===== config.mk =====
export PLATFORM = sky130hd
export DESIGN_NAME = cbsm_queue
export DESIGN_NICKNAME = d
export VERILOG_FILES = /design/src/rtl/cbsm_pkg.sv /design/src/rtl/cbsm_queue.sv
export SDC_FILE = /design/constraint.sdc
export NUM_CORES = 1
export LEC_CHECK = 0
export ABC_AREA = 1
export BUFFER_PORTS_ARGS = -buffer_cell sky130_fd_sc_hd__buf_4
export CAP_MARGIN = 20
export CORE_MARGIN = 8
export CORE_UTILIZATION = 25
export DETAILED_ROUTE_END_ITERATION = 16
export SLEW_MARGIN = 25
export SYNTH_ARGS = -nofsm -noshare
export SYNTH_HDL_FRONTEND = slang
export SYNTH_SLANG_ARGS = --single-unit

===== constraint.sdc =====
create_clock -name clk -period 4.9 [get_ports clk]
set_clock_uncertainty 0.05 [all_clocks]
set_input_delay 0.98 -clock clk [delete_from_list [all_inputs] [get_ports clk]]
set_output_delay 0.98 -clock clk [all_outputs]
set_load 0.02 [all_outputs]

===== src/rtl/cbsm_pkg.sv =====
// Shared types and constants for the cartridge bank-switching mapper.
// Used by cbsm_front, cbsm_queue, cbsm_back and the top level.
package cbsm_pkg;

    // Bus access opcodes.
    localparam logic [2:0] OP_ROM_READ  = 3'd0;
    localparam logic [2:0] OP_CTRL_WRITE = 3'd1;
    localparam logic [2:0] OP_RAM_READ  = 3'd2;
    localparam logic [2:0] OP_RAM_WRITE = 3'd3;
    localparam logic [2:0] OP_ROM_LOAD  = 3'd4;

    // Configuration register indexes.
    localparam logic CFG_ROM_LIMIT = 1'b0;
    localparam logic CFG_RAM_LIMIT = 1'b1;

    // Field widths.
    localparam int OPCODE_W    = 3;
    localparam int ADDR_W      = 16;
    localparam int BYTE_W      = 8;
    localparam int LOAD_POS_W  = 19;
    localparam int ROM_LIMIT_W = 10;
    localparam int RAM_LIMIT_W = 5;
    localparam int CFG_DATA_W  = 10;
    localparam int ROM_SEL_W   = 5;
    localparam int RAM_SEL_W   = 2;
    localparam int ROM_OFF_W   = 14;
    localparam int RAM_OFF_W   = 13;

    // Physical address carried by a command: wide enough for the largest ROM.
    localparam int CMD_ADDR_W = 23;

    // Number of slots in the command queue.
    localparam int QUEUE_DEPTH = 2;

    // Control-write address windows and the start of the switched ROM window.
    localparam logic [ADDR_W-1:0] RAM_EN_END   = 16'h2000;
    localparam logic [ADDR_W-1:0] ROM_SEL_END  = 16'h4000;
    localparam logic [ADDR_W-1:0] RAM_SEL_END  = 16'h6000;
    localparam logic [ADDR_W-1:0] ROM_SWITCHED = 16'h4000;

    // RAM enable key.
    localparam logic [3:0] RAM_EN_KEY = 4'hA;

    // Reset values.
    localparam logic [ROM_SEL_W-1:0]   ROM_SEL_RESET   = 5'd1;
    localparam logic [ROM_LIMIT_W-1:0] ROM_LIMIT_RESET = 10'd2;
    localparam logic [ROM_LIMIT_W-1:0] ROM_LIMIT_MIN   = 10'd2;

    // What the back end does with one command.
    typedef enum logic [2:0] {
        CMD_ZERO,
        CMD_ERROR,
        CMD_ROM_READ,
        CMD_ROM_WRITE,
        CMD_RAM_READ,
        CMD_RAM_WRITE
    } cmd_kind_t;

    typedef struct packed {
        cmd_kind_t               kind;
        logic [CMD_ADDR_W-1:0]   addr;
        logic [BYTE_W-1:0]       data;
    } cmd_t;

endpackage


===== src/rtl/cbsm_queue.sv =====
// Short command queue between the front end and the back end.
// Holds cbsm_pkg::cmd_t entries in order. Uses cbsm_pkg.
module cbsm_queue (
    input  logic             clk,
    input  logic             rst_n,
    input  logic             push,
    input  cbsm_pkg::cmd_t   push_cmd,
    output logic             not_full,
    output logic             not_empty,
    input  logic             pop,
    output cbsm_pkg::cmd_t   head_cmd
);
    import cbsm_pkg::*;

    localparam int PTR_W = $clog2(QUEUE_DEPTH);
    localparam int CNT_W = $clog2(QUEUE_DEPTH + 1);

    cmd_t               slot_reg [QUEUE_DEPTH];
    logic [PTR_W-1:0]   wr_ptr_reg;
    logic [PTR_W-1:0]   rd_ptr_reg;
    logic [CNT_W-1:0]   count_reg;

    assign not_full  = (count_reg != CNT_W'(QUEUE_DEPTH));
    assign not_empty = (count_reg != '0);
    assign head_cmd  = slot_reg[rd_ptr_reg];

    // Entry storage.
    always_ff @(posedge clk)
    begin
        if (push)
        begin
            slot_reg[wr_ptr_reg] <= push_cmd;
        end
    end

    // Pointers and fill count.
    always_ff @(posedge clk or negedge rst_n)
    begin
        if (!rst_n)
        begin
            wr_ptr_reg <= '0;
            rd_ptr_reg <= '0;
            count_reg  <= '0;
        end
        else
        begin
            if (push)
            begin
                wr_ptr_reg <= wr_ptr_reg + PTR_W'(1);
            end
            if (pop)
            begin
                rd_ptr_reg <= rd_ptr_reg + PTR_W'(1);
            end
            if (push && !pop)
            begin
                count_reg <= count_reg + CNT_W'(1);
            end
            else if (pop && !push)
            begin
                count_reg <= count_reg - CNT_W'(1);
            end
        end
    end

endmodule


* Word-level counts from Yosys, hierarchy flattened
Memories as Yosys holds them, arrays and structs flattened.
Cells that the tools add are included.
** Storage, ports and cells
- Register bits :: 4
- Memories :: 1
- Input port bits :: 38
- Logic and storage cells :: 19
- Bits in writable memories :: 68
- Output and inout bits :: 36
** Memories
- slot_reg :: words 2, width 34, read ports 1, clocked after memory_dff 0, wr ports 1, RTL line cbsm_queue.sv:18 : cmd_t slot_reg [QUEUE_DEPTH];
** Cells by class
- Multiplexer cells :: 4
- Add/sub/neg operators :: 4
- Reductions and logical operators :: 6
- Equality and inequality tests :: 1
** Operator list (count)
- $mux 2 :: 2
- $reduce_bool 2->1 :: 2
- $add 1x1->1 const B :: 2
- $add 2x1->2 const B :: 1
- $logic_and 1x1->1 :: 2
- $logic_not 1->1 :: 2
- $mux 1 :: 2
- $ne 2x2->1 const B :: 1
- $sub 2x1->2 const B :: 1

* Depth between registers and ports, before layout
- Word-level depth :: 4
- Gate-level depth with buffers :: 7

* Worst setup path before layout
OpenSTA, ideal clock, no wires.
- Path kind :: input-to-reg
- From :: input push
- To :: memory slot_reg[0][0] (netlist bit) (enable)
- Setup slack :: 1972 ps
- Library setup time :: 426 ps
- Stages :: 2
- Data arrival time :: 2453 ps
- Buffers on the path :: 0
- Cells stage by stage :: inv_1 > nor2_1
** On the way
- Longest elaborated chain between the ends :: 2
** RTL lines
- start, declared :: RTL line cbsm_queue.sv:6 : input logic push,
- $mux 1 :: RTL line cbsm_queue.sv:30 : if (push)
- $mux 1 (implied by the code) :: RTL line cbsm_queue.sv:32 : slot_reg[wr_ptr_reg] <= push_cmd;
- end, declared :: RTL line cbsm_queue.sv:18
Every way passes these cells.

==> flow_metrics.env <==
export IMPL_switching_share=0.303
export IMPL_dr_pass1_iters=4
export IMPL_h_tree_depth=3
export IMPL_reg2reg_from="wr_ptr_reg"
export IMPL_fin_crit_ps=2840
export IMPL_worst_path_max_fanout=35
export IMPL_rows=38
export IMPL_cts_buffers=9
export IMPL_fillers=1063
export IMPL_fin_crit_sh=0.579
export IMPL_grt_total_usage=0.0714
export IMPL_cts_tree="built"
export IMPL_overflow=0
export IMPL_worstSetupPathType="reg -> out"
export IMPL_worst_slew_pin_slew_ps=803
export IMPL_clkSinkCount=72
export IMPL_ys_types=14
export IMPL_power_frac_comb=0.326
export IMPL_die_area_um2=14900
export IMPL_netlist_instances=131
export IMPL_hold_viol=0
export IMPL_end_kind="output port"
export IMPL_critPathMaxStageDelay_ps=840
export IMPL_syn_area_per_cell_um2=21.5
export IMPL_drive_gt1_frac=0.585
export IMPL_switchingPower_mw=0.674
export IMPL_drc=0
export IMPL_peakVddDrop_mv=0.288
export IMPL_multi_input_area_um2=579
export IMPL_synthXorXnorAreaFrac=0.00935
export IMPL_utilization=0.343
export IMPL_hold_slack_ps=370
export IMPL_design_area_um2=3740
export IMPL_start_util=0.258
export IMPL_wl_um=5170
export IMPL_cp_start_kind="register"
export IMPL_powerDensity_nw_per_um2=594
export IMPL_io_buffers=73
export IMPL_die_width_um=122
export IMPL_synthMuxAreaShare=0.175
export IMPL_synth_compound_area_share=0
export IMPL_grt_first_pass_wirelength_um=7930
export IMPL_final_cell_mix="73 x buf_4, 68 x edfxtp_1, 29 x mux2_4"
export IMPL_gp_congestion=0.593
export IMPL_syn_area_um2=2810
export IMPL_routed_via_density=3.87
export IMPL_arrival_ps=1810
export IMPL_n_antenna_cell=0
export IMPL_dpl_hpwl_um=3410
export IMPL_internal_power_mw=1.55
export IMPL_layout_commonest_cell="buf_4"
export IMPL_worstHoldPathType="in -> async"
export IMPL_clock_path_buffers=2
export IMPL_final_nets=251
export IMPL_fmax_mhz=353
export IMPL_wire_per_inst_um=14.5
export IMPL_drt_iter0_drc=39
export IMPL_io_pins=74
export IMPL_antenna_found_initial=0
export IMPL_syn_to_final_growth_pct=33.0
export IMPL_ys_seq_elements=72
export IMPL_dpl_cell_area_um2=3470
export IMPL_leakagePower_nw=1.50
export IMPL_num_vias=1380
export IMPL_grt_pass1_vias=1523
export IMPL_worstPathCellList="mux2_2 -> buf_4"
export IMPL_slew_violations=0
export IMPL_grt_max_degree=36
export IMPL_final_setup_tns_ps=0
export IMPL_largest_reg_flops=68
export IMPL_setup_violations=0
export IMPL_cts_post_setup_buffers_inserted=0
export IMPL_cap_viol_max_count=0
export IMPL_synthAdderAreaFrac=0.00445
export IMPL_ys_seq_area_frac=0.762
export IMPL_share_seq_of_total_power=0.421
export IMPL_clkTransAtPathRegs_ps=80
export IMPL_crit_required_ps=3870
export IMPL_rsz0062_at_grt="no"
export IMPL_root_buffer="clkbuf_8"
export IMPL_ant_nets=0
export IMPL_ff_latch_area_um2=2150
export IMPL_core_area_um2=10900
export IMPL_clock_power_share=0.253
export IMPL_r2r_worst_path_cells=2
export IMPL_syn_nets=170
export IMPL_clk_latency_ps=340
export IMPL_ys_warn_count=0
export IMPL_relSlewSlack=0.464
export IMPL_crit_start="rd_ptr_reg"
export IMPL_synth_top_family_by_area="multiplexers"
export IMPL_ctsResizeCount=0
export IMPL_cp_slowest_cell="dfrtp_4"
export IMPL_cts_hold_buf=0
export IMPL_synth_simple_area_share=0.0147
export IMPL_die_h_um=122
export IMPL_status="finished clean"
## cells in the mapped netlist (all sizes together)
cell    number  area, um^2
xor2         2        17.5
edfxtp      68        2040
nand2        7        26.3
inv          7        26.3
nand4        1        6.26
ha           1        12.5
dfrtp        4         100
buf          4        71.3
mux2        34         492
xnor2        1        8.76
nor2         1        3.75
nand3        1        5.00
## final timing paths
check                                  endpoint  slack (ps)
worst min-delay path               count_reg[1]         370
worst max-delay path               head_cmd[20]        2060
worst min register to register     count_reg[0]         450
min in group clk                   count_reg[0]         450
worst max register to register  slot_reg[1][16]        3360
max in group asynchronous            rd_ptr_reg        4310
## cells by family (layout without fill, tap and decap cells)
kind of cell | after synthesis | after routing
adders and majority gates | 1 | 1
buffers and inverters | 11 | 97
DFF | 72 | 72
xor gates and xnor gates | 3 | 3
muxes | 34 | 34
and+or+nand+nor | 10 | 10
## through the flow
step	worst slack [ps]	instances	total power, mW
2_1_floorplan	1970	131	1.45
3_3_place_gp	2160	340	1.68
5_1_grt	1990	357	2.34
6_report	2060	357	2.22
3_5_place_dp	2420	340	1.69
4_1_cts	2030	356	2.26
## routing by layer
metal,GRT usage,routed length (um),part of all wire
met1,0.0773,2110,0.41
met2,0.111,2480,0.48
met5,0,0,0
met4,0.0463,103,0.020
met3,0.0329,468,0.091
## final cells by class
cell class | count | area share
sequential | 72 | 0.574
clock inverter | 7 | 0.0321
inverter | 7 | 0.00703
tap | 140 | 0.0469
multi-input combinational | 48 | 0.155
clock buffer | 9 | 0.0331
timing repair buffer | 74 | 0.152
## power groups by stage
| stage | logic (mW) | registers [mW] | clock network, mW |
|---|---|---|---|
| after CTS | 0.733 | 0.944 | 0.579 |
| after global routing | 0.774 | 0.956 | 0.606 |
| after global placement | 0.736 | 0.947 | 0 |
| final | 0.724 | 0.934 | 0.562 |
| after detailed placement | 0.732 | 0.957 | 0 |
| after floorplan | 0.584 | 0.862 | 0 |
## critical path, delay by kind of cell, from the launching register on
| kind | cells | cell delay (ps) |
|---|---|---|
| buf+inv | 1 | 160 |
| mux | 1 | 410 |
| flops | 1 | 840 |
No activity file was read; power rests on OpenSTA's default activity.
