<file path="config.mk">
export PLATFORM = sky130hd
export DESIGN_NAME = cbsm_front
export DESIGN_NICKNAME = d
export VERILOG_FILES = /design/src/rtl/cbsm_pkg.sv /design/src/rtl/cbsm_front.sv
export SDC_FILE = /design/constraint.sdc
export NUM_CORES = 1
export LEC_CHECK = 0
export BUFFER_PORTS_ARGS = -buffer_cell sky130_fd_sc_hd__clkbuf_2
export CAP_MARGIN = 10
export CORE_ASPECT_RATIO = 1.75
export CORE_MARGIN = 3
export CORE_UTILIZATION = 40
export DETAILED_ROUTE_END_ITERATION = 7
export GPL_TIMING_DRIVEN = 0
export PLACE_DENSITY_LB_ADDON = 0.3
export SLEW_MARGIN = 0
export SYNTH_ARGS = -nofsm -noshare
export SYNTH_HDL_FRONTEND = slang
export SYNTH_SLANG_ARGS = --single-unit
</file>
<file path="constraint.sdc">
create_clock -name clk -period 3.4 [get_ports clk]
set_clock_uncertainty 0.1 [all_clocks]
set_input_delay 0.17 -clock clk [delete_from_list [all_inputs] [get_ports clk]]
set_output_delay 0.17 -clock clk [all_outputs]
set_load 0.03 [all_outputs]
</file>
<file path="src/rtl/cbsm_pkg.sv">
// Shared types and constants for the cartridge bank-switching mapper.
// Used by cbsm_front, cbsm_queue, cbsm_back and the top level.
package cbsm_pkg;

    // Bus access opcodes.
    localparam logic [2:0] OP_ROM_READ  = 3'd0;
    localparam logic [2:0] OP_CTRL_WRITE = 3'd1;
    localparam logic [2:0] OP_RAM_READ  = 3'd2;
    localparam logic [2:0] OP_RAM_WRITE = 3'd3;
    localparam logic [2:0] OP_ROM_LOAD  = 3'd4;

    // Configuration register indexes.
    localparam logic CFG_ROM_LIMIT = 1'b0;
    localparam logic CFG_RAM_LIMIT = 1'b1;

    // Field widths.
    localparam int OPCODE_W    = 3;
    localparam int ADDR_W      = 16;
    localparam int BYTE_W      = 8;
    localparam int LOAD_POS_W  = 19;
    localparam int ROM_LIMIT_W = 10;
    localparam int RAM_LIMIT_W = 5;
    localparam int CFG_DATA_W  = 10;
    localparam int ROM_SEL_W   = 5;
    localparam int RAM_SEL_W   = 2;
    localparam int ROM_OFF_W   = 14;
    localparam int RAM_OFF_W   = 13;

    // Physical address carried by a command: wide enough for the largest ROM.
    localparam int CMD_ADDR_W = 23;

    // Number of slots in the command queue.
    localparam int QUEUE_DEPTH = 2;

    // Control-write address windows and the start of the switched ROM window.
    localparam logic [ADDR_W-1:0] RAM_EN_END   = 16'h2000;
    localparam logic [ADDR_W-1:0] ROM_SEL_END  = 16'h4000;
    localparam logic [ADDR_W-1:0] RAM_SEL_END  = 16'h6000;
    localparam logic [ADDR_W-1:0] ROM_SWITCHED = 16'h4000;

    // RAM enable key.
    localparam logic [3:0] RAM_EN_KEY = 4'hA;

    // Reset values.
    localparam logic [ROM_SEL_W-1:0]   ROM_SEL_RESET   = 5'd1;
    localparam logic [ROM_LIMIT_W-1:0] ROM_LIMIT_RESET = 10'd2;
    localparam logic [ROM_LIMIT_W-1:0] ROM_LIMIT_MIN   = 10'd2;

    // What the back end does with one command.
    typedef enum logic [2:0] {
        CMD_ZERO,
        CMD_ERROR,
        CMD_ROM_READ,
        CMD_ROM_WRITE,
        CMD_RAM_READ,
        CMD_RAM_WRITE
    } cmd_kind_t;

    typedef struct packed {
        cmd_kind_t               kind;
        logic [CMD_ADDR_W-1:0]   addr;
        logic [BYTE_W-1:0]       data;
    } cmd_t;

endpackage

</file>
<file path="src/rtl/cbsm_front.sv">
// Front end: accepts bus accesses, applies control writes to the bank
// registers and turns each access into a physical memory command. Uses cbsm_pkg.
module cbsm_front #(
    parameter int ROM_BANKS = 32,
    parameter int RAM_BANKS = 4
) (
    input  logic                              clk,
    input  logic                              rst_n,
    input  logic                              cfg_valid,
    input  logic                              cfg_index,
    input  logic [cbsm_pkg::CFG_DATA_W-1:0]   cfg_data,
    input  logic                              in_valid,
    input  logic                              in_ready,
    input  logic [cbsm_pkg::OPCODE_W-1:0]     opcode,
    input  logic [cbsm_pkg::ADDR_W-1:0]       bus_address,
    input  logic [cbsm_pkg::BYTE_W-1:0]       write_byte,
    input  logic [cbsm_pkg::LOAD_POS_W-1:0]   load_position,
    output logic                              push,
    output cbsm_pkg::cmd_t                    cmd
);
    import cbsm_pkg::*;

    localparam int ROM_BW = $clog2(ROM_BANKS);
    localparam int RAM_BW = (RAM_BANKS > 1) ? $clog2(RAM_BANKS) : 1;
    localparam int ROM_SEL_N = 1 << ROM_SEL_W;
    localparam int RAM_SEL_N = 1 << RAM_SEL_W;

    logic [ROM_LIMIT_W-1:0] rom_limit_reg;
    logic [RAM_LIMIT_W-1:0] ram_limit_reg;
    logic [ROM_SEL_W-1:0]   rom_sel_reg, rom_sel_next;
    logic [RAM_SEL_W-1:0]   ram_sel_reg, ram_sel_next;
    logic                   ram_en_reg, ram_en_next;

    logic [ROM_BW-1:0] rom_wrap [ROM_SEL_N];
    logic [RAM_BW-1:0] ram_wrap [RAM_SEL_N];

    logic [ROM_LIMIT_W-1:0] rom_lim_eff;
    logic [ROM_LIMIT_W-1:0] rom_cand;
    logic [RAM_LIMIT_W-1:0] ram_cand;
    logic                   ram_usable;

    // Bank numbers wrapped into the physical store, worked out at elaboration.
    for (genvar g = 0; g < ROM_SEL_N; g++) begin : g_rom_wrap
        assign rom_wrap[g] = ROM_BW'(g % ROM_BANKS);
    end
    for (genvar g = 0; g < RAM_SEL_N; g++) begin : g_ram_wrap
        assign ram_wrap[g] = RAM_BW'(g % RAM_BANKS);
    end

    assign push = in_valid && in_ready;
    assign ram_usable = ram_en_reg && (ram_limit_reg != '0);

    // Clamped bank candidates for a control write.
    always_comb
    begin
        rom_lim_eff = (rom_limit_reg < ROM_LIMIT_MIN) ? ROM_LIMIT_MIN : rom_limit_reg;
        rom_cand = ROM_LIMIT_W'(write_byte[ROM_SEL_W-1:0]);
        if (rom_cand == '0)
        begin
            rom_cand = ROM_LIMIT_W'(1);
        end
        if (rom_cand >= rom_lim_eff)
        begin
            rom_cand = rom_lim_eff - ROM_LIMIT_W'(1);
        end

        ram_cand = RAM_LIMIT_W'(write_byte[RAM_SEL_W-1:0]);
        if (ram_limit_reg == '0)
        begin
            ram_cand = '0;
        end
        else if (ram_cand >= ram_limit_reg)
        begin
            ram_cand = ram_limit_reg - RAM_LIMIT_W'(1);
        end
    end

    // Decode one access into a command and the next bank register values.
    always_comb
    begin
        rom_sel_next = rom_sel_reg;
        ram_sel_next = ram_sel_reg;
        ram_en_next  = ram_en_reg;
        cmd.kind = CMD_ZERO;
        cmd.addr = '0;
        cmd.data = write_byte;
        case (opcode)
            OP_ROM_READ:
            begin
                if (bus_address[ADDR_W-1])
                begin
                    cmd.kind = CMD_ERROR;
                end
                else if (bus_address < ROM_SWITCHED)
                begin
                    cmd.kind = CMD_ROM_READ;
                    cmd.addr = CMD_ADDR_W'(bus_address[ROM_OFF_W-1:0]);
                end
                else
                begin
                    cmd.kind = CMD_ROM_READ;
                    cmd.addr = CMD_ADDR_W'({rom_wrap[rom_sel_reg],
                                            bus_address[ROM_OFF_W-1:0]});
                end
            end
            OP_CTRL_WRITE:
            begin
                if (push)
                begin
                    if (bus_address < RAM_EN_END)
                    begin
                        ram_en_next = (write_byte[3:0] == RAM_EN_KEY);
                    end
                    else if (bus_address < ROM_SEL_END)
                    begin
                        rom_sel_next = rom_cand[ROM_SEL_W-1:0];
                    end
                    else if (bus_address < RAM_SEL_END)
                    begin
                        ram_sel_next = ram_cand[RAM_SEL_W-1:0];
                    end
                end
            end
            OP_RAM_READ:
            begin
                if (ram_usable)
                begin
                    cmd.kind = CMD_RAM_READ;
                    cmd.addr = CMD_ADDR_W'({ram_wrap[ram_sel_reg],
                                            bus_address[RAM_OFF_W-1:0]});
                end
            end
            OP_RAM_WRITE:
            begin
                if (ram_usable)
                begin
                    cmd.kind = CMD_RAM_WRITE;
                    cmd.addr = CMD_ADDR_W'({ram_wrap[ram_sel_reg],
                                            bus_address[RAM_OFF_W-1:0]});
                end
            end
            OP_ROM_LOAD:
            begin
                cmd.kind = CMD_ROM_WRITE;
                cmd.addr = CMD_ADDR_W'({rom_wrap[load_position[LOAD_POS_W-1:ROM_OFF_W]],
                                        load_position[ROM_OFF_W-1:0]});
            end
            default:
            begin
                cmd.kind = CMD_ZERO;
            end
        endcase
    end

    // Bank and configuration registers.
    always_ff @(posedge clk or negedge rst_n)
    begin
        if (!rst_n)
        begin
            rom_limit_reg <= ROM_LIMIT_RESET;
            ram_limit_reg <= '0;
            rom_sel_reg   <= ROM_SEL_RESET;
            ram_sel_reg   <= '0;
            ram_en_reg    <= 1'b0;
        end
        else
        begin
            if (cfg_valid && (cfg_index == CFG_ROM_LIMIT))
            begin
                rom_limit_reg <= cfg_data[ROM_LIMIT_W-1:0];
            end
            if (cfg_valid && (cfg_index == CFG_RAM_LIMIT))
            begin
                ram_limit_reg <= cfg_data[RAM_LIMIT_W-1:0];
            end
            rom_sel_reg <= rom_sel_next;
            ram_sel_reg <= ram_sel_next;
            ram_en_reg  <= ram_en_next;
        end
    end

endmodule

</file>
Yosys cells after proc, flatten, opt, wreduce, memory -nomap -nowiden
Memories as Yosys holds them, arrays and structs flattened.
Index checks and enable logic that the tools add are counted.
Storage, ports and cells
  word-level logic and storage cells: 59
  input port bits: 62
  output and inout bits: 35
  memory bits (read-only): 320
  register bits: 23
  memories: 2
Memories
  (no name shown): words 32, bits a word 5, read ports 1, clocked after Yosys merged registers in 0, wr ports 0, RTL line cbsm_front.sv:145  | cmd.addr = CMD_ADDR_W'({rom_wrap[load_position[LOAD_POS_W-1:ROM_OFF_W]],
  (no name shown): words 32, bits a word 5, read ports 1, clocked after Yosys merged registers in 0, wr ports 0, RTL line cbsm_front.sv:102  | cmd.addr = CMD_ADDR_W'({rom_wrap[rom_sel_reg],
Operators by class
  magnitude comparators: 9
  $add $sub $neg: 2
  reductions and logical operators: 11
  bitwise operators: 6
  multiplexer cells: 19
  equality and inequality tests: 5
Operator list (number)
  $pmux W23 S4: 1
  $mux W26: 2
  $lt A16 B15 Y1 const B: 2
  $mux W5: 6
  $mux W23: 1
  $mux W19: 1
  $lt A16 B14 Y1 const B: 1
  $ge A6 B6 Y1 const B: 2
  $not A5 Y6: 2
  $pmux W3 S4: 1
  $ge A5 B10 Y1: 1
  $logic_not A5 Y1: 2
  $lt A10 B2 Y1 const B: 1
  $mux W10: 1
  $mux W2: 4
  $eq A3 B2 Y1 const B: 2
  $ge A2 B5 Y1: 1
  $reduce_and A5 Y1: 1
  $reduce_bool A5 Y1: 1
  $sub A5 B1 Y5 const B: 1
  $bmux W2 S2: 1
  $eq A4 B4 Y1 const B: 1
  $logic_and A1 B1 Y1: 4
  $reduce_and A4 Y1: 1
  other kinds (9): 11

Longest topological paths before layout
Gate-level depths: netlist of run 1.
  word-level depth: 7
  depth in mapped cells: 9
  gate-level depth less buffers: 9

Worst setup path before layout of run 1
No wires, ideal clock.
  path kind: flip-flop to flip-flop
  start point: register rom_limit_reg[7]
  end point: register rom_sel_reg[0]
  setup time: 82 ps
  period minus slack after synthesis: 2485 ps
  data arrival time: 2303 ps
  cell stages (with the launch flop): 10
  slack: 915 ps
  required time: 3218 ps
  path buffers: 0
  cells stage by stage: dfrtp_1 or4_4 o31ai_1 inv_1 ha_1 nor3b_1 o21ai_1 o211ai_4 a211oi_1 a211o_1
On the way
  longest elaborated chain between the ends: 4
  elaborated cells between the ends (all ways): 5
  classes of those cells: add/sub: 1; order compare: 2; mux: 2
Ends and longest elaborated chain
  start: declaration: RTL line cbsm_front.sv:28  | logic [ROM_LIMIT_W-1:0] rom_limit_reg;
  start signal: assignment: RTL line cbsm_front.sv:170  | rom_limit_reg <= cfg_data[ROM_LIMIT_W-1:0];
  $lt A10 B2 Y1: RTL line cbsm_front.sv:56  | rom_lim_eff = (rom_limit_reg < ROM_LIMIT_MIN) ? ROM_LIMIT_MIN : rom_limit_reg;
  $mux W10 (*): RTL line cbsm_front.sv:56
  $ge A5 B10 Y1 / $sub A5 B1 Y5 (equally long branches): RTL line cbsm_front.sv:62, cbsm_front.sv:64
  $mux W5 (*): RTL line cbsm_front.sv:62  | if (rom_cand >= rom_lim_eff)
  end signal: assignment: RTL line cbsm_front.sv:176  | rom_sel_reg <= rom_sel_next;
  end: declaration: RTL line cbsm_front.sv:30  | logic [ROM_SEL_W-1:0] rom_sel_reg, rom_sel_next;
Mark *: on every way between the ends. The rest lies on a longest branch, timed or not.
A chain may end at the register's enable or synchronous reset.

Final worst setup path of run 1
  start point: register rom_limit_reg[4]
  end point: register rom_sel_reg[2]
The elaborated chain is that of the path after synthesis.

==> out/metrics.sh, run 1 <==
RUN_STATUS='finished, final reports clean'
CLOCK_TREE.HTREE_LEVEL_COUNT=1
CRIT_PATH_MAX_FANOUT=6
PLACE_INST=309
ANTENNA-DIODE-COUNT=0
DRT.ANTENNA.VIOLATING_NETS=0
FIRST_GLOBAL_VIAS=1546
PLACED_AREA_MM2=0.00216
ASYNC_S_R_FF_SHARE_SYNTH_PCT=100
INTERNAL_POWER_uW=501
WORST_HOLD_PATH_TYPE='input port to flip-flop'
PORT-BUFFER-COUNT=89
GLOBAL_ROUTE.USAGE.TOTAL_PCT=17.1
LARGEST_INCREMENTAL_DELAY_ON_THE_CRITICAL_PATH_NS=0.57
POST_ROUTE_CELLS_DRIVE_ABOVE_1_SHARE_PCT=47.4
START_UTIL_PCT=42.0
CORE_MM2=0.00390
ROUTE.DETAILED.WL_PER_INST_UM=13.3
NETLIST_AREA_MM2=0.00164
SYNTH_FLOP_CELL='sky130_fd_sc_hd__dfrtp_1'
CLOCK_TREE.ROOT_CELL='sky130_fd_sc_hd__clkbuf_8'
SETUP_TNS_NS=0
VDD.IR_DROP.WORST_V=0.000304
SLOWEST_STAGE='sky130_fd_sc_hd__or4_1'
TIMING.SLEW.HEADROOM_PCT=62.3
YOSYSWARNINGCOUNT=0
SYNTH_TOP_AREA_CELL='sky130_fd_sc_hd__dfrtp_1'
TIMING_HOLD_VIOLATIONS_FINAL=0
MIN_PERIOD_NS=2.65
GRT_OVERFLOW=0
SYNTH_SEQUENTIAL_AREA_RATIO_PCT=35.2
CTS-ROOT-TO-SINK-BUFFERS=2
FIN_AREA_MM2=0.00221
YOSYS_REGISTER_BITS=23
TRITONCTS_NUM_SINKS=23
POWER_LEAKAGE_uW=0.00118
POWER.SWITCHING_FRACTION_PCT=31.6
POST_CTS_RESIZE_COUNT=0
CP.ARRIVAL_NS=2.70
CTS-BUFFERS-INSERTED=3
GRT_USE_MET2_PCT=34.5
FINAL_CELL_COUNT_NO_FILL=314
SETUP.WORST_PATH.START_CLASS='flip-flop'
TIMING.FINAL.SETUP_VIOLATIONS=0
POWER-PER-CELL-AREA_mW_PER_MM2=331
MOST_USED_ROUTING_LAYER='met2'
POST_ROUTE_DRC=0
WIRE_LENGTH_REPORTED_BY_THE_DETAILED_ROUTER_MM=4.17
FMAX_MHz=377
CRIT_TOP_CELL='sky130_fd_sc_hd__o21ai_1'
TIMING_WORST_SLEW_PIN_VALUE_NS=0.565
SLEW_VIOL_FINAL=0
SYNTH-EDFF-COUNT=0
POSTSYNTHAREAPERCELL_UM2=9.71
SHARE_CLK_OF_TOTAL_POWER_PCT=22.3
PLACEMENT_ROWS=30
LARGEST_REGISTER_FF_COUNT=10
GRT.MET1_USAGE_PCT=15.6
FIN_WS_NS=0.749
FIN_CRIT_SH_PCT=78.0
USE_MET3_PCT=2.48
CHIP_WIDTH_UM=54.4
NETLIST_INSTANCES=169
GRT_MAX_DEGREE=24
CTS.CLK_SLEW.WORST_PATHS_NS=0.07
CP_DATA_REQUIRED_TIME_NS=3.45
OVERALL_VIA_COUNT_FROM_DETAIL_ROUTE=1580
PRE_CTS_SLACK_NS=0.758
NETLIST_TOP_CELLS_AREA='sky130_fd_sc_hd__dfrtp_1, sky130_fd_sc_hd__a22o_1, sky130_fd_sc_hd__mux2_2, sky130_fd_sc_hd__ha_1, sky130_fd_sc_hd__buf_4'
UNREPAIRED_SETUP_ENDPOINTS_AFTER_GLOBAL_ROUTING='no'
P_COMB_SHARE_PCT=32.5
SYNTH.TOP_CELL.AREA_SHARE_PCT=32.0
CTS_TREE='done'
DETAILED_PLACE_HPWL_MM=3.63
DRT-INITIAL-DRC-COUNT=22
POWER.NET_SWITCHING_uW=232
PATH_CELLS='or4_1 > o31ai_1 > inv_1 > ha_1 > nor3b_1 > o21ai_1 > o211ai_4 > mux2i_1 > o21ai_1'
IO-PIN-COUNT=97
FIRST_PASS_GRT_WIRE_LENGTH_MM=6.40
FINAL_NETS=338
SETUP.WORST_PATH.END_CLASS='flip-flop'
DIE_H_UM=90.7
SEQUENTIALPOWERSHARE_PCT=45.2
GPL.FINAL_WEIGHTED_CONGESTION=0.734
SETUP.WORST_PATH.CLASS='flip-flop to flip-flop'
ANTENNA_FOUND_INITIAL=0
AREA.GROWTH.SYNTH_TO_FINAL_PCT=34.9
DRV.MAX_CAP_VIOLATION_COUNT=0
CLK_LATENCY_NS=0.26
NETLIST-CELL-TYPE-COUNT=43
DIE-AREA_MM2=0.00494
DRT_FIRST_PASS_ITERS=4
AVERAGE_VIA_COUNT_PER_STANDARD_CELL=5.03
[power by group through the flow]
stage / Sequential (µW) / Clock (µW) / Combinational, µW
floorplan: 330 / 0 / 161
global placement: 336 / 0 / 235
detailed placement: 337 / 0 / 239
CTS: 332 / 171 / 241
global route: 336 / 183 / 267
finish: 332 / 163 / 238
[kinds of logic after synthesis]
kind of cell	Yosys count	synth area share (%)
simple gates	43	14.6
xor+xnor	2	1.07
compound gates	43	20.2
fa+ha+maj	9	6.87
buf+inv	30	9.84
other cells	1	0.229
mux	18	12.0
flops	23	35.2
[Yosys cell counts, drive strengths merged, types with 3 or more instances]
cell type,count
ha,9
buf,15
nand3,3
a22o,18
inv,9
mux2,13
mux2i,5
nor2,8
o21ai,10
dfrtp,21
clkbuf,6
a21oi,3
nand2,13
[layout make-up]
class                   instances  area (µm²)
plain buffers                  21         128
clock buffers                   4        45.0
fillers                       373        1690
inverters                       9        33.8
multi-input cells             119         912
flip-flops and latches         23         578
well taps                      48        60.1
repair buffers                 90         455
[through the flow]
step	hold WS [ns]	total power [µW]	util, %
finish	0.0293	733	56.7
global route	0.0317	787	56.7
CTS	0.0251	744	56.7
detailed placement	0.0850	576	55.3
global placement	0.0871	571	55.3
floorplan	-0.226	491	-
[cells in the final DEF (no fill, tap or decap), types with 3 or more instances in the layout]
master	count
sky130_fd_sc_hd__a21oi_1	3
sky130_fd_sc_hd__a22o_1	18
sky130_fd_sc_hd__buf_2	3
sky130_fd_sc_hd__buf_4	12
sky130_fd_sc_hd__clkbuf_1	7
sky130_fd_sc_hd__clkbuf_2	89
sky130_fd_sc_hd__clkbuf_8	3
sky130_fd_sc_hd__conb_1	4
sky130_fd_sc_hd__dfrtp_1	21
sky130_fd_sc_hd__ha_1	9
sky130_fd_sc_hd__inv_1	9
sky130_fd_sc_hd__mux2_2	13
sky130_fd_sc_hd__mux2i_1	5
sky130_fd_sc_hd__nand2_1	13
sky130_fd_sc_hd__nand3_1	3
sky130_fd_sc_hd__nor2_1	6
sky130_fd_sc_hd__o21ai_0	4
sky130_fd_sc_hd__o21ai_1	6
[worst max-delay path, delay by kind of cell (launching register included)]
family	cells	cell delay (ns)
simple gates	2	0.76
flops	1	0.42
mux	1	0.24
buf+inv	1	0.09
fa+ha+maj	1	0.29
compound gates	4	0.65
[layer usage]
layer	share of wire, %	vias up
li1	-	790
met1	33	702
met2	55	83
met3	11	5
met4	1.1	0
met5	0	-
[final timing paths]
| check | endpoint | startpoint | slack (ns) | cells past startpoint |
|---|---|---|---|---|
| worst max-delay path | rom_sel_reg[2]$_DFFE_PN0P_ | rom_limit_reg[4]$_DFFE_PN0P_ | 0.75 | 9 |
| worst min-delay path | rom_limit_reg[3]$_DFFE_PN0P_ | cfg_data[3] | 0.03 | 3 |
| worst max register to register | rom_sel_reg[2]$_DFFE_PN0P_ | rom_limit_reg[4]$_DFFE_PN0P_ | 0.75 | 9 |
| worst min register to register | rom_sel_reg[1]$_DFFE_PN0P_ | rom_sel_reg[1]$_DFFE_PN0P_ | 0.39 | 2 |
| max in group asynchronous | rom_limit_reg[1]$_DFFE_PN1P_ | rst_n | 2.50 | 2 |
| min in group asynchronous | rom_limit_reg[6]$_DFFE_PN0P_ | rst_n | 0.33 | 2 |
[timing repair]
| item | CTS | global route |
|---|---|---|
| hold endpoints to repair | 21 | 0 |
| setup buffers | 0 | 0 |
| hold buffers | 1 | 0 |
Note: power is estimated with default switching activity, not from simulation.
==> inputs of run 2 (changes only) <==
Settings changed: ABC_AREA set to 1.
Clock period 3.4 ns to 2.3 ns, I/O delays scaled along.
==> run 2 against run 1 <==
Compared with the run above:
- area after synthesis rose by 12%
- non-clock buffer count is 4 higher
- global-route usage increased by 1.0 points
- worst setup slack got worse by 0.55 ns
- sequential share of layout area shrank 2.9 points
- sequential power is 46% higher
- clock-buffer cell count did not move
- cell count is 39% higher
- die area increased by 11%
- flip-flop and latch count unchanged
- critical endpoint is now rom_sel_reg[4]$_DFFE_PN0P_
- largest cell class unchanged
==> out/metrics.sh, run 2 <==
PLACEMENT_ROWS=32
LARGEST_INCREMENTAL_DELAY_ON_THE_CRITICAL_PATH_NS=0.44
TIMING.SLEW.HEADROOM_PCT=63.1
CHIP_WIDTH_UM=57.3
SYNTH_MOST_COMMON_CELL='sky130_fd_sc_hd__nand2_1'
SYNTH_TOP_AREA_CELL='sky130_fd_sc_hd__dfrtp_1'
TRITONCTS_NUM_SINKS=23
SYNTH_SEQUENTIAL_AREA_RATIO_PCT=31.4
FMAX_MHz=476
FIRST_PASS_GRT_WIRE_LENGTH_MM=7.96
POST_ROUTE_DRC=0
FINAL_COMMON_CELL='sky130_fd_sc_hd__nand2_1'
WORST_HOLD_PATH_TYPE='input port to flip-flop'
ASYNC_S_R_FF_SHARE_SYNTH_PCT=100
ANTENNA_FOUND_INITIAL=0
GPL.FINAL_WEIGHTED_CONGESTION=0.794
SETUP_TNS_NS=0
PATH_CELLS='nor2_2 > nand2_1 > nor2_2 > a21oi_1 > ha_1 > inv_1 > nand2_1 > nand2_1 > nand2_1 > nand2_1 > nand2_1 > nand2_2 > nand2_1 > nand3_1 > nand2_1'
DRV.MAX_CAP_VIOLATION_COUNT=0
CTS.CLK_SLEW.WORST_PATHS_NS=0.08
RUN_STATUS='finished, final reports clean'
FINAL_NETS=457
ROUTE.DETAILED.WL_PER_INST_UM=10.7
FIN_CRIT_SH_PCT=91.4
NETLIST_TOP_CELLS_AREA='sky130_fd_sc_hd__dfrtp_1, sky130_fd_sc_hd__nand2_1, sky130_fd_sc_hd__inv_1, sky130_fd_sc_hd__ha_1, sky130_fd_sc_hd__nand3_1'
POWER-PER-CELL-AREA_mW_PER_MM2=454
CLOCK_TREE.ROOT_CELL='sky130_fd_sc_hd__clkbuf_8'
LAYOUT.CELLS.MOST_COMMON_LIST='sky130_fd_sc_hd__nand2_1, sky130_fd_sc_hd__clkbuf_2, sky130_fd_sc_hd__inv_1, sky130_fd_sc_hd__dfrtp_1, sky130_fd_sc_hd__nand3_1'
CLOCK_TREE.HTREE_LEVEL_COUNT=1
IO-PIN-COUNT=97
UNREPAIRED_SETUP_ENDPOINTS_AFTER_GLOBAL_ROUTING='no'
DRT-INITIAL-DRC-COUNT=79
GLOBAL_ROUTE.USAGE.TOTAL_PCT=18.1
NETLIST-CELL-TYPE-COUNT=30
CP_TOP_FAMILY='simple AND/OR/NAND/NOR gates'
WORSTPATHBUFFERINVERTERCOUNT=1
SETUP.WORST_PATH.END_CLASS='flip-flop'
CTS-ROOT-TO-SINK-BUFFERS=2
DIE-AREA_MM2=0.00548
LARGEST_REGISTER_FF_COUNT=10
TIMING.FINAL.SETUP_VIOLATIONS=0
YOSYS_REGISTER_BITS=23
VDD.IR_DROP.WORST_V=0.000424
ANTENNA-DIODE-COUNT=0
WIRE_LENGTH_REPORTED_BY_THE_DETAILED_ROUTER_MM=4.66
TIMING_HOLD_VIOLATIONS_FINAL=0
CORE_MM2=0.00440
SYNTH_FLOP_CELL='sky130_fd_sc_hd__dfrtp_1'
CTS_POST_SETUP_BUFFERS_INSERTED=0
MIN_PERIOD_NS=2.10
PORT-BUFFER-COUNT=89
CP.ARRIVAL_NS=2.16
POWER_LEAKAGE_uW=0.00151
POSTSYNTHAREAPERCELL_UM2=6.53
OVERALL_VIA_COUNT_FROM_DETAIL_ROUTE=2024
CRIT_PATH_MAX_FANOUT=5
CLK_LATENCY_NS=0.27
DIE_H_UM=95.7
DETAILED_PLACE_HPWL_MM=3.99
DRT_FIRST_PASS_ITERS=4
SYNTH.TOP_CELL.AREA_SHARE_PCT=28.6
AREA.GROWTH.SYNTH_TO_FINAL_PCT=35.2
GRT_MAX_DEGREE=24
SLEW_VIOL_FINAL=0
NETLIST_AREA_MM2=0.00184
SETUP.WORST_PATH.START_CLASS='flip-flop'
POST_ROUTE_CELLS_DRIVE_ABOVE_1_SHARE_PCT=32.7
CTS_TREE='done'
NETLIST_INSTANCES=282
DRT.ANTENNA.VIOLATING_NETS=0
FIRST_GLOBAL_VIAS=1964
CP_DATA_REQUIRED_TIME_NS=2.36
YOSYSWARNINGCOUNT=0
WHS_NS=0.00711
AVERAGE_VIA_COUNT_PER_STANDARD_CELL=4.64
SYNTH-EDFF-COUNT=0
START_UTIL_PCT=41.8
TIMING_WORST_SLEW_PIN_VALUE_NS=0.553
YS_TOP_CELLS_BY_COUNT='sky130_fd_sc_hd__nand2_1, sky130_fd_sc_hd__inv_1, sky130_fd_sc_hd__dfrtp_1, sky130_fd_sc_hd__nor2_1, sky130_fd_sc_hd__nand3_1'
CRIT_TOP_CELL='sky130_fd_sc_hd__nand2_1'
CTS-BUFFERS-INSERTED=3
SETUP.WORST_PATH.CLASS='flip-flop to flip-flop'
GRT_OVERFLOW=0
SLOWEST_STAGE='sky130_fd_sc_hd__dfrtp_1'
## run 2: where the power goes
part / switching (µW) / internal [µW]
Sequential: 32.4 / 452
Clock: 131 / 124
Combinational: 233 / 157
Total: 396 / 733
## run 2: final cells by class
class	instances	area, µm²
plain buffers	19	125
clock buffers	4	45.0
fillers	451	1920
inverters	41	155
multi-input cells	202	1010
flip-flops and latches	23	578
well taps	51	63.8
repair buffers	96	515
## run 2: metrics by stage
stage / setup WS [ns] / instances / cell area (µm²) / util [%] / total power (µW)
6_report: 0.198 / 436 / 2490 / 56.5 / 1130
3_5_place_dp: 0.105 / 425 / 2360 / 53.6 / 869
2_1_floorplan: 0.394 / 285 / 1850 / - / 739
3_3_place_gp: 0.134 / 425 / 2360 / 53.6 / 858
4_1_cts: 0.0901 / 436 / 2480 / 56.2 / 1140
5_1_grt: 0.00565 / 436 / 2490 / 56.5 / 1210
## run 2: path summary, 6_finish.rpt
kind | start | endpoint | slack [ns] | cells after the start
worst min register to register | rom_sel_reg[0]$_DFFE_PN1P_ | rom_sel_reg[0]$_DFFE_PN1P_ | 0.37 | 2
min in group asynchronous | rst_n | ram_limit_reg[4]$_DFFE_PN0P_ | 0.26 | 2
worst min-delay path | cfg_data[2] | ram_limit_reg[2]$_DFFE_PN0P_ | 0.007 | 3
max in group asynchronous | rst_n | rom_sel_reg[0]$_DFFE_PN1P_ | 1.47 | 2
worst max-delay path | rom_limit_reg[4]$_DFFE_PN0P_ | rom_sel_reg[4]$_DFFE_PN0P_ | 0.20 | 15
worst max register to register | rom_limit_reg[4]$_DFFE_PN0P_ | rom_sel_reg[4]$_DFFE_PN0P_ | 0.20 | 15
## run 2: repair_timing
item / in CTS / in global routing
endpoints found under the setup margin: 0 / 5
hold endpoints to repair: 27 / 0
gates resized for setup: 0 / 5
hold buffers: 7 / 0
## run 2: per-layer routing
layer | wire length (µm) | track usage [%] | share of wire (%) | vias up
met5 | 0 | 0 | 0 | -
met4 | 63 | 5.80 | 1.4 | 0
met3 | 422 | 3.62 | 9.1 | 5
met2 | 2530 | 38.5 | 54 | 84
met1 | 1650 | 16.2 | 35 | 866
li1 | - | - | - | 1069
## run 2: cell families after synthesis
family          after synthesis  synth area share (%)
mux                           2                  1.22
xor+xnor                      2                 0.952
other cells                   1                 0.204
buf+inv                      60                  15.2
compound gates               27                  8.77
flops                        23                  31.4
fa+ha+maj                     9                  6.12
simple gates                158                  36.1
## run 2: worst register-to-register path, stage by stage, from the launching register on
cell and delay, ns:
sky130_fd_sc_hd__dfrtp_1 0.44, sky130_fd_sc_hd__nor2_2 0.16, sky130_fd_sc_hd__nand2_1 0.08, sky130_fd_sc_hd__nor2_2 0.11, sky130_fd_sc_hd__a21oi_1 0.12, sky130_fd_sc_hd__ha_1 0.33
sky130_fd_sc_hd__inv_1 0.06, sky130_fd_sc_hd__nand2_1 0.04, sky130_fd_sc_hd__nand2_1 0.05, sky130_fd_sc_hd__nand2_1 0.04, sky130_fd_sc_hd__nand2_1 0.05, sky130_fd_sc_hd__nand2_1 0.11
sky130_fd_sc_hd__nand2_2 0.13, sky130_fd_sc_hd__nand2_1 0.06, sky130_fd_sc_hd__nand3_1 0.06, sky130_fd_sc_hd__nand2_1 0.05
==> inputs of run 3 (changes only) <==
Settings changed: PLACE_DENSITY set to 0.8, PLACE_DENSITY_LB_ADDON 0.3 to unset, SKIP_CTS_REPAIR_TIMING set to 1.
==> run 3 against run 2 <==
Compared with the run above:
- the flow now finishes with violations (negative hold slack)
- clock power down 4%
- non-clock buffer count down 4
- sequential share of layout area up 0.36 points
- sequential power about the same
- flip-flop and latch count unchanged
- utilization down 0.85 points
- worst hold slack worse by 0.0089 ns
- critical path type unchanged
- wire length up 5.8%
- largest cell class unchanged
- final area down 1.5%
- power down 0.97%
==> out/metrics.sh, run 3 (synthesis results as in run 2) <==
CTS-ROOT-TO-SINK-BUFFERS=2
DRT-INITIAL-DRC-COUNT=75
CP_DATA_REQUIRED_TIME_NS=2.35
CTS.CLK_SLEW.WORST_PATHS_NS=0.07
MULTI_INPUT_AREA_MM2=0.00101
ANTENNA_FOUND_INITIAL=0
CLOCK_TREE.HTREE_LEVEL_COUNT=1
WIRE_LENGTH_REPORTED_BY_THE_DETAILED_ROUTER_MM=4.93
FINAL_CORE_UTILIZATION_PCT=55.7
POWER_LEAKAGE_uW=0.00149
DESIGN_POWER_TOTAL_uW=1120
FIRST_PASS_GRT_WIRE_LENGTH_MM=7.80
POST_ROUTE_DRC=0
IO-PIN-COUNT=97
DIE_H_UM=95.7
SETUP.WORST_PATH.END_CLASS='flip-flop'
TIMING.FINAL.SETUP_VIOLATIONS=0
REG2REG_SETUP_SLACK_NS=0.21
TIMING_HOLD_VIOLATIONS_FINAL=1
TIMING_WORST_SLEW_PIN_VALUE_NS=0.564
SETUP.WORST_PATH.START_CLASS='flip-flop'
START_UTIL_PCT=41.8
CP_TOP_FAMILY='simple AND/OR/NAND/NOR gates'
NFILLCELLS=443
VDD.IR_DROP.WORST_V=0.000453
GRT_OVERFLOW=0
CHIP_WIDTH_UM=57.3
FIN_CRIT_SH_PCT=90.8
WORST_HOLD_PATH_TYPE='input port to flip-flop'
RUN_STATUS='complete, but fails checks'
DRT.ANTENNA.VIOLATING_NETS=0
DIE-AREA_MM2=0.00548
TRITONCTS_NUM_SINKS=23
FIN_WS_NS=0.211
TIMING.SLEW.HEADROOM_PCT=62.4
AVERAGE_VIA_COUNT_PER_STANDARD_CELL=4.66
WORSTPATHBUFFERINVERTERCOUNT=1
GRT_MAX_DEGREE=24
CRIT_TOP_CELL='sky130_fd_sc_hd__nand2_1'
MIN_PERIOD_NS=2.09
SETUP_TNS_NS=0
POST_ROUTE_CELLS_DRIVE_ABOVE_1_SHARE_PCT=33.3
PORT-BUFFER-COUNT=89
GLOBAL_ROUTE.USAGE.TOTAL_PCT=18.1
LAYOUT.CELLS.MOST_COMMON_LIST='sky130_fd_sc_hd__nand2_1, sky130_fd_sc_hd__clkbuf_2, sky130_fd_sc_hd__inv_1, sky130_fd_sc_hd__dfrtp_1, sky130_fd_sc_hd__nand3_1'
GPL.FINAL_WEIGHTED_CONGESTION=1.01
SETUP.WORST_PATH.CLASS='flip-flop to flip-flop'
WHS_NS=-0.00183
ANTENNA-DIODE-COUNT=0
SLOWEST_STAGE='sky130_fd_sc_hd__dfrtp_1'
LARGEST_INCREMENTAL_DELAY_ON_THE_CRITICAL_PATH_NS=0.45
CLK_LATENCY_NS=0.26
CTS_TREE='done'
AREA.GROWTH.SYNTH_TO_FINAL_PCT=33.2
FAILING_CHECKS='negative hold slack'
FINAL_NETS=453
FIRST_GLOBAL_VIAS=1907
CTS-BUFFERS-INSERTED=3
FF_LATCH_AREA_UM2=578
CORE_MM2=0.00440
CLOCK_TREE.ROOT_CELL='sky130_fd_sc_hd__clkbuf_8'
SLEW_VIOL_FINAL=0
PLACEMENT_ROWS=32
DRT_FIRST_PASS_ITERS=4
OVERALL_VIA_COUNT_FROM_DETAIL_ROUTE=2013
PRE_CTS_SLACK_NS=0.114
DETAILED_PLACE_HPWL_MM=4.22
CRIT_PATH_MAX_FANOUT=5
PATH_CELLS='nor2_2 > nand2_1 > nor2_2 > a21oi_1 > ha_1 > inv_1 > nand2_1 > nand2_1 > nand2_1 > nand2_1 > nand2_2 > nand2_2 > nand2_1 > nand3_1 > nand2_1'
FINAL_COMMON_CELL='sky130_fd_sc_hd__nand2_1'
CP.ARRIVAL_NS=2.14
LARGEST_REGISTER_FF_COUNT=10
POWER-PER-CELL-AREA_mW_PER_MM2=456
FMAX_MHz=479
DRV.MAX_CAP_VIOLATION_COUNT=0
ROUTE.DETAILED.WL_PER_INST_UM=11.4
==> run 3: cell count changes in the layout (fill, tap and decap cells not counted), sizes merged <==
cell,previous run,this run
dlygate4sd3,7,3
==> run 3: path summary, 6_finish.rpt <==
path,start,end,cells after the start
max reg2reg,rom_limit_reg[4]$_DFFE_PN0P_,rom_sel_reg[3]$_DFFE_PN0P_,15
max in group asynchronous,rst_n,rom_sel_reg[0]$_DFFE_PN1P_,2
max,rom_limit_reg[4]$_DFFE_PN0P_,rom_sel_reg[3]$_DFFE_PN0P_,15
min,cfg_data[5],rom_limit_reg[5]$_DFFE_PN0P_,3
min in group asynchronous,rst_n,rom_limit_reg[5]$_DFFE_PN0P_,2
min reg2reg,rom_sel_reg[0]$_DFFE_PN1P_,rom_sel_reg[0]$_DFFE_PN1P_,2
==> run 3: tightest hold or removal path, delay by kind of cell <==
family	cells	cell delay, ns
compound gates	1	0.04
buf+inv	1	0.08
simple gates	1	0.09
==> run 3: cell type report <==
type	count	share of cell area, %
Inverter	41	6.33
Buffer	19	5.10
Multi-Input combinational cell	202	41.1
Sequential cell	23	23.6
Tap cell	51	2.60
Clock buffer	4	1.84
Timing Repair Buffer	92	19.4
==> run 3: per-layer routing <==
layer | up-vias | share of wire, % | track usage [%] | wire [µm]
li1 | 1057 | - | - | -
met1 | 852 | 34 | 15.6 | 1660
met2 | 94 | 54 | 37.7 | 2680
met3 | 10 | 8.9 | 3.49 | 440
met4 | 0 | 3.0 | 8.70 | 150
met5 | - | 0 | 0 | 0
==> run 3: power breakdown <==
group	switching [µW]	leakage, µW	total, µW	internal (µW)
logic	235	0.00119	388	154
clock network	121	0.0000228	244	124
registers	33.4	0.000284	485	452
total	389	0.00149	1120	729
==> run 3: metrics by stage <==
stage	instances	cell area [µm²]
after global placement	425	2360
final	432	2450
after global routing	432	2450
after floorplan	285	1850
after detailed placement	425	2360
after CTS	429	2410
